<file path="src/rtl/lkoc_pkg.sv">
// Package for the keyed LRU object cache: sizes, operation and partition codes,
// result selects, controller/datapath command and status structs.
// No dependencies.
package lkoc_pkg;

  localparam int unsigned ENTRIES   = 32;
  localparam int unsigned NPART     = 3;
  localparam int unsigned MIN_CAP   = 2;
  localparam int unsigned RESET_CAP = 32;

  localparam int unsigned IDX_W  = $clog2(ENTRIES);
  localparam int unsigned RANK_W = $clog2(ENTRIES);
  localparam int unsigned CNT_W  = $clog2(ENTRIES + 1);
  localparam int unsigned PART_W = $clog2(NPART);
  localparam int unsigned ADDR_W = $clog2(NPART * ENTRIES);
  localparam int unsigned DEPTH  = NPART * ENTRIES;

  localparam int unsigned KEY_W = 64;
  localparam int unsigned HDL_W = 32;
  localparam int unsigned CAP_W = 6;

  localparam logic [1:0] KIND_SET = 2'd0;
  localparam logic [1:0] KIND_GET = 2'd1;
  localparam logic [1:0] KIND_DEL = 2'd2;

  localparam logic [1:0] PART_MESSAGE = 2'd0;
  localparam logic [1:0] PART_CHANNEL = 2'd1;
  localparam logic [1:0] PART_GUILD   = 2'd2;

  typedef enum logic [2:0] {
    RES_ZERO,
    RES_SET,
    RES_GET,
    RES_DEL,
    RES_EVICT
  } res_e;

  typedef struct packed {
    logic latch;
    logic search;
    logic rd_hit;
    logic find_old;
    logic emit;
    res_e sel;
    logic last;
    logic touch;
    logic write_hit;
    logic remove_hit;
    logic remove_old;
    logic insert;
  } lkoc_cmd_t;

  typedef struct packed {
    logic item_ok;
    logic is_set;
    logic is_get;
    logic is_del;
    logic hit;
    logic over;
    logic last_evict;
    logic out_free;
  } lkoc_sts_t;

  function automatic logic [CNT_W-1:0] cap_clamp(input logic [CAP_W-1:0] v);
    logic [CNT_W-1:0] r;
    if (32'(v) < MIN_CAP) r = CNT_W'(MIN_CAP);
    else if (32'(v) > ENTRIES) r = CNT_W'(ENTRIES);
    else r = CNT_W'(v);
    return r;
  endfunction

  function automatic logic [ADDR_W-1:0] mem_addr(input logic [PART_W-1:0] p,
                                                  input logic [IDX_W-1:0] i);
    return ADDR_W'(p) * ADDR_W'(ENTRIES) + ADDR_W'(i);
  endfunction

endpackage

</file>
<file path="src/rtl/lkoc_ctrl.sv">
// Controller state machine: sequences search, read, emit, eviction and insert.
// Uses lkoc_pkg.
module lkoc_ctrl (
  input  logic                clk_i,
  input  logic                rst_ni,
  input  logic                in_valid_i,
  output logic                in_ready_o,
  input  lkoc_pkg::lkoc_sts_t sts_i,
  output lkoc_pkg::lkoc_cmd_t cmd_o
);
  import lkoc_pkg::*;

  localparam logic [3:0] S_IDLE    = 4'd0;
  localparam logic [3:0] S_SEARCH  = 4'd1;
  localparam logic [3:0] S_DECIDE  = 4'd2;
  localparam logic [3:0] S_RDWAIT  = 4'd3;
  localparam logic [3:0] S_HITEMIT = 4'd4;
  localparam logic [3:0] S_SETEMIT = 4'd5;
  localparam logic [3:0] S_EVFIND  = 4'd6;
  localparam logic [3:0] S_EVEMIT  = 4'd7;
  localparam logic [3:0] S_INSERT  = 4'd8;
  localparam logic [3:0] S_ZERO    = 4'd9;

  logic [3:0] state_q, state_d;

  assign in_ready_o = (state_q == S_IDLE);

  always_comb begin
    state_d = state_q;
    cmd_o   = '0;
    cmd_o.sel = RES_ZERO;
    case (state_q)
      S_IDLE: begin
        if (in_valid_i) begin
          cmd_o.latch = 1'b1;
          state_d = S_SEARCH;
        end
      end
      S_SEARCH: begin
        cmd_o.search = 1'b1;
        state_d = S_DECIDE;
      end
      S_DECIDE: begin
        if (!sts_i.item_ok) state_d = S_ZERO;
        else if (sts_i.is_set) state_d = S_SETEMIT;
        else if (sts_i.hit) begin
          cmd_o.rd_hit = 1'b1;
          state_d = S_RDWAIT;
        end else state_d = S_ZERO;
      end
      S_RDWAIT: state_d = S_HITEMIT;
      S_HITEMIT: begin
        if (sts_i.out_free) begin
          cmd_o.emit       = 1'b1;
          cmd_o.sel        = sts_i.is_get ? RES_GET : RES_DEL;
          cmd_o.last       = 1'b1;
          cmd_o.touch      = sts_i.is_get;
          cmd_o.remove_hit = sts_i.is_del;
          state_d = S_IDLE;
        end
      end
      S_SETEMIT: begin
        if (sts_i.out_free) begin
          cmd_o.emit      = 1'b1;
          cmd_o.sel       = RES_SET;
          cmd_o.last      = !sts_i.over;
          cmd_o.write_hit = sts_i.hit;
          cmd_o.touch     = sts_i.hit;
          if (sts_i.over) state_d = S_EVFIND;
          else state_d = sts_i.hit ? S_IDLE : S_INSERT;
        end
      end
      S_EVFIND: begin
        cmd_o.find_old = 1'b1;
        state_d = S_EVEMIT;
      end
      S_EVEMIT: begin
        if (sts_i.out_free) begin
          cmd_o.emit       = 1'b1;
          cmd_o.sel        = RES_EVICT;
          cmd_o.last       = sts_i.last_evict;
          cmd_o.remove_old = 1'b1;
          if (!sts_i.last_evict) state_d = S_EVFIND;
          else state_d = sts_i.hit ? S_IDLE : S_INSERT;
        end
      end
      S_INSERT: begin
        cmd_o.insert = 1'b1;
        state_d = S_IDLE;
      end
      S_ZERO: begin
        if (sts_i.out_free) begin
          cmd_o.emit = 1'b1;
          cmd_o.sel  = RES_ZERO;
          cmd_o.last = 1'b1;
          state_d = S_IDLE;
        end
      end
      default: state_d = S_IDLE;
    endcase
  end

  always_ff @(posedge clk_i or negedge rst_ni) begin
    if (!rst_ni) state_q <= S_IDLE;
    else state_q <= state_d;
  end

endmodule

</file>
<file path="config.mk">
export PLATFORM = sky130hd
export DESIGN_NAME = lkoc_ctrl
export DESIGN_NICKNAME = d
export VERILOG_FILES = /design/src/rtl/lkoc_pkg.sv /design/src/rtl/lkoc_ctrl.sv
export SDC_FILE = /design/constraint.sdc
export NUM_CORES = 1
export LEC_CHECK = 0
export BUFFER_PORTS_ARGS = -buffer_cell sky130_fd_sc_hd__clkbuf_2
export CAP_MARGIN = 40
export CORE_MARGIN = 4
export CORE_UTILIZATION = 28
export CTS_CLUSTER_DIAMETER = 80
export DETAILED_ROUTE_END_ITERATION = 16
export PLACE_DENSITY_LB_ADDON = 0.05
export RECOVER_POWER = 25
export SLEW_MARGIN = 20
export SYNTH_ARGS = -nofsm -noshare
export SYNTH_HDL_FRONTEND = slang
export SYNTH_SLANG_ARGS = --single-unit
</file>
<file path="constraint.sdc">
create_clock -name clk_i -period 1.5 [get_ports clk_i]
set_input_delay 0.075 -clock clk_i [delete_from_list [all_inputs] [get_ports clk_i]]
set_output_delay 0.075 -clock clk_i [all_outputs]
set_load 0.02 [all_outputs]
</file>
==> run metrics <==
worst skew pair latency=0.23 ns; Avg Inst Size Synth=7.72 sq um; remaining antenna violation count=0; H-tree Lvls=1; part of the Yosys area used for sequential elements=20.0%; Core Rows=15; PwrDens=1820 nW/um^2; Num CTS Buffers=3; number of flip-flops under the largest register name=4; overall power=1880 uW; Period Utilization, post-route=106%; Root Driver=clkbuf_4; CP Launch Type=register; largest net degree at the start of global routing=11; Internal=1060 uW; Ports=26; R2R setup slack=0.01 ns; Setup WS pre-CTS=0.0274 ns; synthesis-to-layout area growth=106%; vias in the first global route=655; setup violators final=9; die height=50.3 microns; combinational power share=80.0%; Net Switching=828 uW; sum of negative setup slack=-0.578 ns; Data required, critical path=1.42 ns; HP Class=in -> reg; worst setup path class=reg -> out; clk slew on worst S/H paths=0.04 ns; # diodes=0; CTS sink count=4; Worst Skew=0.00662 ns; post-DP HPWL=1.23 mm; Max Fclk=630 MHz; r2r worst-path depth=6; share of cells above drive strength 1=66.4%; commonest cells after routing, fill and taps aside=buf_4, clkbuf_2, buf_6; GRT Util Overall=13.6%; global-route wire length before repair=2.72 mm; CTS tree=built; gp weighted congestion=0.758; initial antenna violation count=0; DRT iter0 DRCs=13; placed cells=119; most common cell after layout, fill and taps aside=buf_4; first drt pass iteration count=4; final hold violations=0; CTS Buffer Depth=2; Vias per Instance=4.81; final worst slack=-0.0878 ns; DIE AREA=2530 sq um; mapped cell area=502 sq um; RSZ-0062 raised after global routing=true; Non-Filler Instances=135; Clock Power Share=6.9%; global route overflow=0; WL per Instance=13.2 microns; outcome=finished with violations; hold path depth=2; Largest regs=state_q (4); Top reg by flops=state_q; via count=649; share of power burned in registers=13.0%; number of remaining DRC errors=0; Syn Inst Count=65; die width=50.3 microns; Async S/R FF share, synth=100%; Crit. End Element=primary output; Port Buf Inserts=25; Final Max Slew Viols=0; WP data arrival=1.51 ns; MaxCap Viol Count=0; VDD IR-drop max=0.950 mV; Top FF cell, synth=dfrtp_1; crit path max fanout=6; switching share of power=43.9%; Initial Util=29.4%; max_slew headroom=78.4%; worst-margin pin slew=0.324 ns; Core ar.=1710 sq um; Syn Nets=76; Post-synth EDFFs=0; LEAKAGE=0.000447 uW; min Tclk post-route=1.59 ns; final WL=1.78 mm; yosys warns=0; Netlist cell types=29; synthesis-stage register bit count=4; Final nets=123; failing checks=negative setup slack
Yosys cell counts (all sizes together) (2+ instances only):
master / n / area, sq um
nor3: 8 / 45.0
o32ai: 2 / 17.5
nor2: 8 / 30.0
nand2: 4 / 15.0
nand3b: 3 / 22.5
nand2b: 4 / 32.5
nor2b: 3 / 18.8
o21ai: 4 / 20.0
a21oi: 5 / 25.0
dfrtp: 4 / 100
and2: 2 / 12.5
buf: 6 / 45.0
stage by stage:
stage / hold WS [ns] / cell area, sq um / utilization [%]
finish: 0.166 / 1040 / 60.7
global route: 0.175 / 1040 / 60.7
CTS: 0.155 / 888 / 52.0
detailed placement: -0.113 / 723 / 42.3
global placement: -0.110 / 723 / 42.3
floorplan: -0.221 / 524 / -
logic make-up after synthesis:
family / Yosys count / synth area share (%)
compound gates: 17 / 22.9
simple gates: 37 / 47.4
flops: 4 / 20.0
buf+inv: 7 / 9.72
worst max-delay path, cell delays in order, from the launching register on:
cell      delay (ns)
dfrtp_2         0.43
or3b_1          0.40
a21oi_2         0.12
a21oi_1         0.06
nor2b_2         0.13
clkbuf_8        0.15
area by class of cell:
type / instances / area (sq um)
clock buffer: 3 / 22.5
fill: 150 / 672
inverter: 1 / 3.75
multi-input combinational: 54 / 455
sequential: 4 / 105
tap: 25 / 31.3
timing repair buffer: 48 / 418
worst paths after layout:
kind,endpoint,startpoint
max in group asynchronous,state_q[0],rst_ni
worst min register to register,state_q[0],state_q[1]
worst min-delay path,state_q[3],sts_i[0]
min in group asynchronous,state_q[3],rst_ni
worst max-delay path,cmd_o[5],state_q[3]
worst max register to register,state_q[1],state_q[3]
layer usage:
layer	global-route usage (%)	share of wire (%)	vias to the layer above
li1	-	-	329
met1	16.9	42	294
met2	23.5	52	22
met3	0.890	4.2	4
met4	6.73	1.5	0
met5	0	0	-
power by group through the flow:
stage	Sequential (uW)	Combinational [uW]	Clock, uW
5_1_grt	258	1630	146
3_3_place_gp	255	1010	0
6_report	246	1510	131
2_1_floorplan	173	765	0
4_1_cts	244	1260	138
3_5_place_dp	255	1010	0
timing repair:
action | 4_1_cts | 5_1_grt
hold buffers | 1 | 0
resized for setup | 18 | 44
setup endpoints to repair | 11 | 14
pin swaps | 9 | 8
hold endpoints to repair | 4 | 0
setup buffers | 9 | 4
Note: power is estimated with default switching activity, not from simulation.
